$ cat src/hw/rtl/rfg_pkg.sv
// rfg_pkg: widths, types, register indexes and the saturation helper
// shared by the region fade gain block. No dependencies.
package rfg_pkg;

    localparam int SAMPLE_BITS   = 24;
    localparam int POSITION_BITS = 32;

    // configuration register widths
    localparam int CFG_DATA_W = 32;
    localparam int CFG_IDX_W  = 3;
    localparam int FADE_W     = 24;
    localparam int VOL_W      = 16;
    localparam int SEEK_W     = 32;

    // fade ratio is unsigned Q0.16, gains go up to 1.0 so they need one more bit
    localparam int RATIO_W = 16;
    localparam int GAIN_W  = RATIO_W + 1;
    localparam int DIV_CNT_W = $clog2(RATIO_W);

    // shared multiplier: signed a by signed b
    localparam int MUL_A_W = ((SAMPLE_BITS > GAIN_W) ? SAMPLE_BITS : GAIN_W) + 1;
    localparam int MUL_B_W = ((GAIN_W > VOL_W) ? GAIN_W : VOL_W) + 1;
    localparam int MUL_P_W = MUL_A_W + MUL_B_W;
    localparam int VOL_SHIFT = VOL_W - 1;
    localparam int Y_W = MUL_P_W - VOL_SHIFT;

    localparam logic [GAIN_W-1:0] GAIN_ONE  = GAIN_W'(1) << RATIO_W;
    localparam logic [GAIN_W-1:0] GAIN_ZERO = '0;
    localparam logic [VOL_W-1:0]  VOL_UNITY = VOL_W'(1) << VOL_SHIFT;

    // register indexes
    localparam logic [CFG_IDX_W-1:0] CFG_REGION_OFFSET   = 3'd0;
    localparam logic [CFG_IDX_W-1:0] CFG_END_POSITION    = 3'd1;
    localparam logic [CFG_IDX_W-1:0] CFG_FADE_IN_LENGTH  = 3'd2;
    localparam logic [CFG_IDX_W-1:0] CFG_FADE_OUT_LENGTH = 3'd3;
    localparam logic [CFG_IDX_W-1:0] CFG_REGION_VOLUME   = 3'd4;
    localparam logic [CFG_IDX_W-1:0] CFG_STEREO_MODE     = 3'd5;

    typedef logic signed [SAMPLE_BITS-1:0] smp_t;
    typedef logic [POSITION_BITS-1:0]      pos_t;
    typedef logic signed [MUL_A_W-1:0]     mul_a_t;
    typedef logic signed [MUL_B_W-1:0]     mul_b_t;
    typedef logic signed [MUL_P_W-1:0]     mul_p_t;

    typedef struct packed {
        logic              start;
        logic [FADE_W-1:0] dividend;
        logic [FADE_W-1:0] divisor;
    } div_req_t;

    typedef struct packed {
        logic               busy;
        logic               done;
        logic [RATIO_W-1:0] quotient;
    } div_rsp_t;

    // clamp a wide signed value to the sample range
    function automatic smp_t sat_sample(input logic signed [Y_W-1:0] y);
        logic ovf;
        smp_t res;
        ovf = (y[Y_W-1:SAMPLE_BITS-1] != {(Y_W-SAMPLE_BITS+1){y[Y_W-1]}});
        if (!ovf) begin
            res = y[SAMPLE_BITS-1:0];
        end else if (y[Y_W-1]) begin
            res = {1'b1, {(SAMPLE_BITS-1){1'b0}}};
        end else begin
            res = {1'b0, {(SAMPLE_BITS-1){1'b1}}};
        end
        return res;
    endfunction

endpackage

$ cat src/hw/rtl/rfg_div.sv
// rfg_div: restoring serial divider, one quotient bit per cycle,
// gives floor(dividend * 2^16 / divisor) for dividend < divisor. Uses rfg_pkg.
module rfg_div (
    input  logic             aclk,
    input  logic             aresetn,
    input  rfg_pkg::div_req_t req,
    output rfg_pkg::div_rsp_t rsp
);
    import rfg_pkg::*;

    logic [FADE_W-1:0]    rem_reg, rem_next;
    logic [FADE_W-1:0]    den_reg, den_next;
    logic [RATIO_W-1:0]   quo_reg, quo_next;
    logic [DIV_CNT_W-1:0] cnt_reg, cnt_next;
    logic                 busy_reg, busy_next;
    logic                 done_reg, done_next;

    logic [FADE_W:0] shifted;
    logic [FADE_W:0] trial;

    // remainder stays below the divisor, so the shifted value fits one more bit
    assign shifted = {rem_reg, 1'b0};
    assign trial   = shifted - {1'b0, den_reg};

    always_comb begin
        rem_next  = rem_reg;
        den_next  = den_reg;
        quo_next  = quo_reg;
        cnt_next  = cnt_reg;
        busy_next = busy_reg;
        done_next = 1'b0;
        if (req.start) begin
            rem_next  = req.dividend;
            den_next  = req.divisor;
            quo_next  = '0;
            cnt_next  = '0;
            busy_next = 1'b1;
        end else if (busy_reg) begin
            if (!trial[FADE_W]) begin
                rem_next = trial[FADE_W-1:0];
                quo_next = {quo_reg[RATIO_W-2:0], 1'b1};
            end else begin
                rem_next = shifted[FADE_W-1:0];
                quo_next = {quo_reg[RATIO_W-2:0], 1'b0};
            end
            cnt_next = cnt_reg + 1'b1;
            if (cnt_reg == DIV_CNT_W'(RATIO_W - 1)) begin
                busy_next = 1'b0;
                done_next = 1'b1;
            end
        end
    end

    always_ff @(posedge aclk) begin
        if (!aresetn) begin
            busy_reg <= 1'b0;
            done_reg <= 1'b0;
            cnt_reg  <= '0;
        end else begin
            busy_reg <= busy_next;
            done_reg <= done_next;
            cnt_reg  <= cnt_next;
        end
    end

    always_ff @(posedge aclk) begin
        rem_reg <= rem_next;
        den_reg <= den_next;
        quo_reg <= quo_next;
    end

    assign rsp.busy     = busy_reg;
    assign rsp.done     = done_reg;
    assign rsp.quotient = quo_reg;

endmodule

$ cat src/hw/rtl/rfg_mul.sv
// rfg_mul: shared signed multiplier with a registered product,
// used for the fade squares, the gain product and the sample scaling. Uses rfg_pkg.
module rfg_mul (
    input  logic            aclk,
    input  rfg_pkg::mul_a_t a,
    input  rfg_pkg::mul_b_t b,
    output rfg_pkg::mul_p_t p
);
    import rfg_pkg::*;

    mul_p_t p_reg;

    always_ff @(posedge aclk) begin
        p_reg <= a * b;
    end

    assign p = p_reg;

endmodule

$ cat src/hw/rtl/region_fade_gain.sv
// region_fade_gain: square-law fade-in/fade-out and volume for a sample stream.
// Instantiates rfg_div and rfg_mul, uses rfg_pkg.
//
// Usage:
//   Registers are written through cfg_wr_en / cfg_index / cfg_wr_data while the
//   block is idle; writes take effect at once, there is no read-back.
//   The s_ channel carries requests: a seek request (s_req_type high) sets the
//   source position to region_offset + s_seek_position and gives no result; a
//   sample request gives one result on the m_ channel and advances the position.
//   Each fade whose window contains the position adds a divide and a squaring
//   step to a sample request, and in mono the right-channel steps are skipped.
//   The fade ratios come from one serial divider and all products from one
//   shared multiplier, stepped by the sequencer; s_ready is high only while
//   idle, so one sample request is in flight at a time. A seek request is
//   handled in idle and leaves the sequencer there.
//   A finished result sits in the output register; a new request is accepted
//   while it waits, and a stalled receiver holds the sequencer in its last step
//   until the output register frees up.
//   Reset clears the position, the registers (volume to unity) and m_valid.
module region_fade_gain (
    input  logic                             aclk,
    input  logic                             aresetn,

    input  logic                             cfg_wr_en,
    input  logic [rfg_pkg::CFG_IDX_W-1:0]    cfg_index,
    input  logic [rfg_pkg::CFG_DATA_W-1:0]   cfg_wr_data,

    input  logic                             s_valid,
    output logic                             s_ready,
    input  logic                             s_req_type,
    input  logic [rfg_pkg::SEEK_W-1:0]       s_seek_position,
    input  rfg_pkg::smp_t                    s_sample_left,
    input  rfg_pkg::smp_t                    s_sample_right,
    input  logic                             s_block_end,

    output logic                             m_valid,
    input  logic                             m_ready,
    output rfg_pkg::smp_t                    m_out_left,
    output rfg_pkg::smp_t                    m_out_right,
    output logic                             m_out_block_end
);
    import rfg_pkg::*;

    localparam int ST_W = 5;
    localparam logic [ST_W-1:0] S_IDLE     = 5'd0;
    localparam logic [ST_W-1:0] S_IN_SEL   = 5'd1;
    localparam logic [ST_W-1:0] S_IN_DIV   = 5'd2;
    localparam logic [ST_W-1:0] S_IN_SQ    = 5'd3;
    localparam logic [ST_W-1:0] S_IN_CAP   = 5'd4;
    localparam logic [ST_W-1:0] S_OUT_SEL  = 5'd5;
    localparam logic [ST_W-1:0] S_OUT_DIV  = 5'd6;
    localparam logic [ST_W-1:0] S_OUT_SQ   = 5'd7;
    localparam logic [ST_W-1:0] S_OUT_CAP  = 5'd8;
    localparam logic [ST_W-1:0] S_GAIN     = 5'd9;
    localparam logic [ST_W-1:0] S_GAIN_CAP = 5'd10;
    localparam logic [ST_W-1:0] S_L_MUL    = 5'd11;
    localparam logic [ST_W-1:0] S_L_VOL    = 5'd12;
    localparam logic [ST_W-1:0] S_L_SAT    = 5'd13;
    localparam logic [ST_W-1:0] S_R_MUL    = 5'd14;
    localparam logic [ST_W-1:0] S_R_VOL    = 5'd15;
    localparam logic [ST_W-1:0] S_R_SAT    = 5'd16;
    localparam logic [ST_W-1:0] S_DONE     = 5'd17;

    // configuration
    pos_t              offset_reg;
    pos_t              end_pos_reg;
    logic [FADE_W-1:0] fade_in_reg;
    logic [FADE_W-1:0] fade_out_reg;
    logic [VOL_W-1:0]  volume_reg;
    logic              stereo_reg;

    // sequencer state and datapath registers
    logic [ST_W-1:0]   state_reg, state_next;
    pos_t              pos_reg, pos_next;
    logic [GAIN_W-1:0] gin_reg, gin_next;
    logic [GAIN_W-1:0] gout_reg, gout_next;
    logic [GAIN_W-1:0] g_reg, g_next;
    smp_t              smp_left_reg, smp_left_next;
    smp_t              smp_right_reg, smp_right_next;
    logic              blk_end_reg, blk_end_next;
    smp_t              res_left_reg, res_left_next;
    smp_t              res_right_reg, res_right_next;

    // output register
    logic              m_valid_reg, m_valid_next;
    smp_t              out_left_reg, out_left_next;
    smp_t              out_right_reg, out_right_next;
    logic              out_blk_reg, out_blk_next;

    div_req_t div_req;
    div_rsp_t div_rsp;
    mul_a_t   mul_a;
    mul_b_t   mul_b;
    mul_p_t   mul_p;

    pos_t     d_in, d_out;
    logic     in_before, in_window, out_after, out_window;
    logic     s_fire;

    rfg_div u_div (
        .aclk    (aclk),
        .aresetn (aresetn),
        .req     (div_req),
        .rsp     (div_rsp)
    );

    rfg_mul u_mul (
        .aclk (aclk),
        .a    (mul_a),
        .b    (mul_b),
        .p    (mul_p)
    );

    assign s_ready = (state_reg == S_IDLE);
    assign s_fire  = s_valid && s_ready;

    // fade windows
    assign d_in       = pos_reg - offset_reg;
    assign d_out      = end_pos_reg - pos_reg;
    assign in_before  = (pos_reg < offset_reg);
    assign in_window  = !in_before && (d_in < POSITION_BITS'(fade_in_reg));
    assign out_after  = (pos_reg > end_pos_reg);
    assign out_window = !out_after && (d_out < POSITION_BITS'(fade_out_reg));

    always_comb begin
        state_next     = state_reg;
        pos_next       = pos_reg;
        gin_next       = gin_reg;
        gout_next      = gout_reg;
        g_next         = g_reg;
        smp_left_next  = smp_left_reg;
        smp_right_next = smp_right_reg;
        blk_end_next   = blk_end_reg;
        res_left_next  = res_left_reg;
        res_right_next = res_right_reg;
        m_valid_next   = m_valid_reg;
        out_left_next  = out_left_reg;
        out_right_next = out_right_reg;
        out_blk_next   = out_blk_reg;

        div_req.start    = 1'b0;
        div_req.dividend = (state_reg == S_IN_SEL) ? d_in[FADE_W-1:0] : d_out[FADE_W-1:0];
        div_req.divisor  = (state_reg == S_IN_SEL) ? fade_in_reg : fade_out_reg;

        mul_a = mul_a_t'(div_rsp.quotient);
        mul_b = mul_b_t'(div_rsp.quotient);

        if (m_valid_reg && m_ready) begin
            m_valid_next = 1'b0;
        end

        case (state_reg)
            S_IDLE: begin
                if (s_fire) begin
                    if (s_req_type) begin
                        pos_next = offset_reg + POSITION_BITS'(s_seek_position);
                    end else begin
                        smp_left_next  = s_sample_left;
                        smp_right_next = s_sample_right;
                        blk_end_next   = s_block_end;
                        state_next     = S_IN_SEL;
                    end
                end
            end
            S_IN_SEL: begin
                if (fade_in_reg == '0) begin
                    gin_next   = GAIN_ONE;
                    state_next = S_OUT_SEL;
                end else if (in_before) begin
                    gin_next   = GAIN_ZERO;
                    state_next = S_OUT_SEL;
                end else if (in_window) begin
                    div_req.start = 1'b1;
                    state_next    = S_IN_DIV;
                end else begin
                    gin_next   = GAIN_ONE;
                    state_next = S_OUT_SEL;
                end
            end
            S_IN_DIV: begin
                if (div_rsp.done) begin
                    state_next = S_IN_SQ;
                end
            end
            S_IN_SQ: begin
                // ratio squared, operands are the divider quotient
                state_next = S_IN_CAP;
            end
            S_IN_CAP: begin
                gin_next   = {1'b0, mul_p[2*RATIO_W-1:RATIO_W]};
                state_next = S_OUT_SEL;
            end
            S_OUT_SEL: begin
                if (fade_out_reg == '0) begin
                    gout_next  = GAIN_ONE;
                    state_next = S_GAIN;
                end else if (out_after) begin
                    gout_next  = GAIN_ZERO;
                    state_next = S_GAIN;
                end else if (out_window) begin
                    div_req.start = 1'b1;
                    state_next    = S_OUT_DIV;
                end else begin
                    gout_next  = GAIN_ONE;
                    state_next = S_GAIN;
                end
            end
            S_OUT_DIV: begin
                if (div_rsp.done) begin
                    state_next = S_OUT_SQ;
                end
            end
            S_OUT_SQ: begin
                state_next = S_OUT_CAP;
            end
            S_OUT_CAP: begin
                gout_next  = {1'b0, mul_p[2*RATIO_W-1:RATIO_W]};
                state_next = S_GAIN;
            end
            S_GAIN: begin
                mul_a      = mul_a_t'(gin_reg);
                mul_b      = mul_b_t'(gout_reg);
                state_next = S_GAIN_CAP;
            end
            S_GAIN_CAP: begin
                g_next     = mul_p[RATIO_W +: GAIN_W];
                state_next = S_L_MUL;
            end
            S_L_MUL: begin
                mul_a      = mul_a_t'(smp_left_reg);
                mul_b      = mul_b_t'(g_reg);
                state_next = S_L_VOL;
            end
            S_L_VOL: begin
                // floor of s*g / 2^16 is an arithmetic shift of the product
                mul_a      = mul_a_t'(smp_t'(mul_p[RATIO_W +: SAMPLE_BITS]));
                mul_b      = mul_b_t'(volume_reg);
                state_next = S_L_SAT;
            end
            S_L_SAT: begin
                res_left_next = sat_sample(mul_p[MUL_P_W-1:VOL_SHIFT]);
                if (stereo_reg) begin
                    state_next = S_R_MUL;
                end else begin
                    res_right_next = '0;
                    state_next     = S_DONE;
                end
            end
            S_R_MUL: begin
                mul_a      = mul_a_t'(smp_right_reg);
                mul_b      = mul_b_t'(g_reg);
                state_next = S_R_VOL;
            end
            S_R_VOL: begin
                mul_a      = mul_a_t'(smp_t'(mul_p[RATIO_W +: SAMPLE_BITS]));
                mul_b      = mul_b_t'(volume_reg);
                state_next = S_R_SAT;
            end
            S_R_SAT: begin
                res_right_next = sat_sample(mul_p[MUL_P_W-1:VOL_SHIFT]);
                state_next     = S_DONE;
            end
            S_DONE: begin
                // wait for the output register to free up
                if (!m_valid_reg || m_ready) begin
                    m_valid_next   = 1'b1;
                    out_left_next  = res_left_reg;
                    out_right_next = res_right_reg;
                    out_blk_next   = blk_end_reg;
                    pos_next       = pos_reg + 1'b1;
                    state_next     = S_IDLE;
                end
            end
            default: begin
                state_next = S_IDLE;
            end
        endcase
    end

    always_ff @(posedge aclk) begin
        if (!aresetn) begin
            state_reg    <= S_IDLE;
            pos_reg      <= '0;
            m_valid_reg  <= 1'b0;
            offset_reg   <= '0;
            end_pos_reg  <= '0;
            fade_in_reg  <= '0;
            fade_out_reg <= '0;
            volume_reg   <= VOL_UNITY;
            stereo_reg   <= 1'b0;
        end else begin
            state_reg   <= state_next;
            pos_reg     <= pos_next;
            m_valid_reg <= m_valid_next;
            if (cfg_wr_en) begin
                case (cfg_index)
                    CFG_REGION_OFFSET:   offset_reg   <= POSITION_BITS'(cfg_wr_data);
                    CFG_END_POSITION:    end_pos_reg  <= POSITION_BITS'(cfg_wr_data);
                    CFG_FADE_IN_LENGTH:  fade_in_reg  <= cfg_wr_data[FADE_W-1:0];
                    CFG_FADE_OUT_LENGTH: fade_out_reg <= cfg_wr_data[FADE_W-1:0];
                    CFG_REGION_VOLUME:   volume_reg   <= cfg_wr_data[VOL_W-1:0];
                    CFG_STEREO_MODE:     stereo_reg   <= cfg_wr_data[0];
                    default: begin
                    end
                endcase
            end
        end
    end

    always_ff @(posedge aclk) begin
        gin_reg       <= gin_next;
        gout_reg      <= gout_next;
        g_reg         <= g_next;
        smp_left_reg  <= smp_left_next;
        smp_right_reg <= smp_right_next;
        blk_end_reg   <= blk_end_next;
        res_left_reg  <= res_left_next;
        res_right_reg <= res_right_next;
        out_left_reg  <= out_left_next;
        out_right_reg <= out_right_next;
        out_blk_reg   <= out_blk_next;
    end

    assign m_valid         = m_valid_reg;
    assign m_out_left      = out_left_reg;
    assign m_out_right     = out_right_reg;
    assign m_out_block_end = out_blk_reg;

    // seek lands on region offset plus the requested position
    a_seek_pos: assert property (@(posedge aclk) disable iff (!aresetn)
        (s_fire && s_req_type) |=> (pos_reg == $past(offset_reg + POSITION_BITS'(s_seek_position))))
        else $error("seek position mismatch");

    // the divider only finishes while the sequencer waits for it
    a_div_done: assert property (@(posedge aclk) disable iff (!aresetn)
        div_rsp.done |-> (state_reg == S_IN_DIV || state_reg == S_OUT_DIV))
        else $error("divider done outside a wait state");

    // no divide in flight while idle
    a_idle_div: assert property (@(posedge aclk) disable iff (!aresetn)
        (state_reg == S_IDLE) |-> !div_rsp.busy)
        else $error("divider busy while idle");

    // a sample request leaves idle, a seek request stays there
    a_sample_start: assert property (@(posedge aclk) disable iff (!aresetn)
        (s_fire && !s_req_type) |=> (state_reg == S_IN_SEL))
        else $error("sample request did not start the sequencer");

endmodule
$ cat config.mk
export PLATFORM = sky130hd
export DESIGN_NAME = region_fade_gain
export DESIGN_NICKNAME = d
export VERILOG_FILES = /design/src/hw/rtl/rfg_pkg.sv /design/src/hw/rtl/rfg_div.sv /design/src/hw/rtl/rfg_mul.sv /design/src/hw/rtl/region_fade_gain.sv
export SDC_FILE = /design/constraint.sdc
export NUM_CORES = 2
export LEC_CHECK = 0
export ABC_AREA = 1
export BUFFER_PORTS_ARGS = -buffer_cell sky130_fd_sc_hd__buf_2
export CAP_MARGIN = 0
export CORE_UTILIZATION = 45
export CTS_CLUSTER_DIAMETER = 200
export CTS_CLUSTER_SIZE = 12
export DETAILED_ROUTE_END_ITERATION = 10
export PLACE_DENSITY = 0.63
export SLEW_MARGIN = 5
export SYNTH_ARGS = -nofsm -noshare
export SYNTH_HDL_FRONTEND = slang
export SYNTH_SLANG_ARGS = --single-unit
$ cat constraint.sdc
create_clock -name aclk -period 7.5 [get_ports aclk]
set_clock_uncertainty 0.1 [all_clocks]
set_input_delay 0.75 -clock aclk [delete_from_list [all_inputs] [get_ports aclk]]
set_output_delay 0.75 -clock aclk [all_outputs]
set_load 0.005 [all_outputs]
==> metrics <==
worst hold start=s_sample_right[21]; final hold violations=0; drt pass-1 iters=5; status=finished clean; Reg area=11,700 µm²; slowest stage delay, CP=0.57 ns; row count=111; final core utilization=0.505; type of origin of the critical path=register; WP buf/inv=10; starting density of the core=0.454; Tcrit/Tclk final=0.963; IO Port Bufs=172; Synth Area in Simple Gates=0.190; RSZ-0062 raised after global routing=yes; critical path arrival=7.64 ns; clk root buf=clkbuf_16; initial antenna violation count=8; chip height=306 µm; dpl hpwl=112,000 µm; TritonCTS clock tree=yes; largest net degree at the start of global routing=78; Crit. Startpoint=state_reg[1]; Vias/cell=5.33; area of the multi-input gates=25,700 µm²; switch share=0.392; total of max-cap violations=0; Core Area=91,700 µm²; RePlAce Congestion=1.01; IO Pins=173; Post-synth ARST share=0; most frequent CP cell=fa_1; synth unique cells=57; worst-margin pin slew=1.13 ns; Syn Area/Cell=7.90 µm²; P_sw=3.08 mW; ranking of synthesized cells by area=fa_1 20%, edfxtp_1 18%, nand2_1 10%, dfxtp_1 10%, inv_1 8.9%; Wirelength per Cell=20.4 µm; chip width=306 µm; Post-CTS Hold Buffers=0; CTS max path bufs=3; Adder-Cell Fraction of Synth Area=0.276; grt ovf=0; CP Data Required Time=7.92 ns; main combinational cell family by area after synthesis=adder cells; multiplexer share of the synthesized area=0; Synth top area share=0.196; fmax=138 MHz; gr usage total=0.292; Post-synth EDFFs=245; Yosys reg bits=462; Final ANT Viol Nets=0; Post-Syn Instances=5,268; worst skew pair latency=0.64 ns; complex-gate fraction of the synthesized area=0.118; Crit. End Element=register; CP delay by family, top=adder cells; Placed Instances=6,605; synth cell count leaders=1,162 x nand2_1, 986 x inv_1, 572 x nor2_1, 407 x fa_1, 373 x a21oi_1; most used standard cell by instance count after synthesis=nand2_1; post-synthesis sequential area ratio=0.281; Logic pwr share=0.354; area grow syn2layout=11.2%; cell taking the most area after synthesis=fa_1; critical path peak fanout=13; Clock transition at path regs=0.08 ns; drc violations=0; Layout Cells excl Fill=6,701; DIE AREA=93,700 µm²; Final #Nets=6,280; H-tree depth=2; CP max stage cell=fa_1; cts bufs inserted=44; crit path kind=reg2reg; CTS sink count=462; Internal Power=4.78 mW; leak pwr=21.8 nW; vias=35,700; VDD IR max=171 µV; Ys Warns=0; setup TNS=0 ns; Critical R2R Launch=state_reg[1]; Post-Synth XOR/XNOR Area=0.0263; first-pass GRT wire length=207,000 µm; vias in the first global route=34,400; Hold WC Path Type=in2reg; Min Clock Period, post-route=7.22 ns; Slew headroom=0.244; final slew viol count=0; Filler cells=9,034; Post-Syn Area=41,600 µm²; setup violators final=0; Pwr Density=170 nW/µm²; register share of total power=0.369; Routed WL=137,000 µm; share of cells above drive strength 1=0.0976; Main synth FF type=edfxtp_1; Net Count, Synth=6,063; DRT iter0 DRCs=3,487; Clock Power Share=0.277
==> power by group through the flow <==
stage,clock [mW],combinational [mW],sequential (mW)
floorplan,0,1.83,2.89
global placement,0,2.65,2.95
detailed placement,0,2.68,2.95
CTS,2.23,2.70,2.89
global route,2.30,3.08,2.90
finish,2.17,2.78,2.90
==> final cells by class <==
cell class                      instances  share of cell area
Clock buffer                           71              0.0260
Tap cell                             1186              0.0321
Sequential cell                       462               0.253
Inverter                             1021              0.0839
Multi-Input combinational cell       3638               0.556
Timing Repair Buffer                  318              0.0472
Clock inverter                          4             0.00162
Antenna cell                            1           0.0000541
==> cells by family (layout without fill, tap and decap cells) <==
logic type / after synthesis / in the layout
other cells: 0 / 1
fa+ha+maj: 673 / 673
compound gates: 859 / 859
simple gates: 1981 / 1981
buf+inv: 1168 / 1414
flops: 462 / 462
xor+xnor: 125 / 125
==> timing repair <==
item	4_1_cts	5_1_grt
pin swaps	0	13
resized for setup	0	118
buffers inserted	2	16
gates cloned	0	2
endpoints found under the setup margin	1	24
==> metal layers <==
metal  vias to the layer above  wire, µm  GRT usage
li1                      17100         -          -
met1                     17100     63100      0.427
met2                      1294     58700      0.443
met3                       195     11700     0.0547
met4                         8      3390     0.0719
met5                         -        58          0
==> through the flow <==
| step | hold WS [ns] | worst slack, ns | power [mW] | instance area (µm²) |
|---|---|---|---|---|
| 2_1_floorplan | 0.300 | 0.654 | 4.72 | 41600 |
| 3_3_place_gp | 0.302 | 0.127 | 5.60 | 44400 |
| 3_5_place_dp | 0.305 | 0.0228 | 5.63 | 44400 |
| 4_1_cts | 0.161 | 0.0194 | 7.82 | 45700 |
| 5_1_grt | 0.177 | -0.0718 | 8.28 | 46300 |
| 6_report | 0.192 | 0.277 | 7.86 | 46300 |
==> worst paths after layout <==
kind	to	slack, ns	depth (start not counted)
worst max-delay path	u_mul.p[34]	0.28	32
worst min-delay path	smp_right_reg[21]	0.19	1
worst max register to register	u_mul.p[34]	0.28	32
worst min register to register	m_out_right[21]	0.31	0
==> placed cells by master, fill, tap and decap left out, types with 125 or more instances in the layout <==
cell type and n:
buf_4 125, dfxtp_1 215, nand2_1 1153, o21ai_0 281
ha_1 256, edfxtp_1 245, nor2_1 548, fa_1 399
a21oi_1 366, buf_2 171, inv_1 974
==> worst reg2reg max path: cells and delay by family, from the launching register on <==
family	cells	cell delay, ns
AO/OA/AOI/OAI	4	0.45
XOR/XNOR	1	0.23
adder cells (fa/ha/maj)	7	3.24
buffers and inverters	10	1.25
flip-flops	1	0.36
AND/OR/NAND/NOR	10	1.52
No activity file was read; power rests on OpenSTA's default activity.
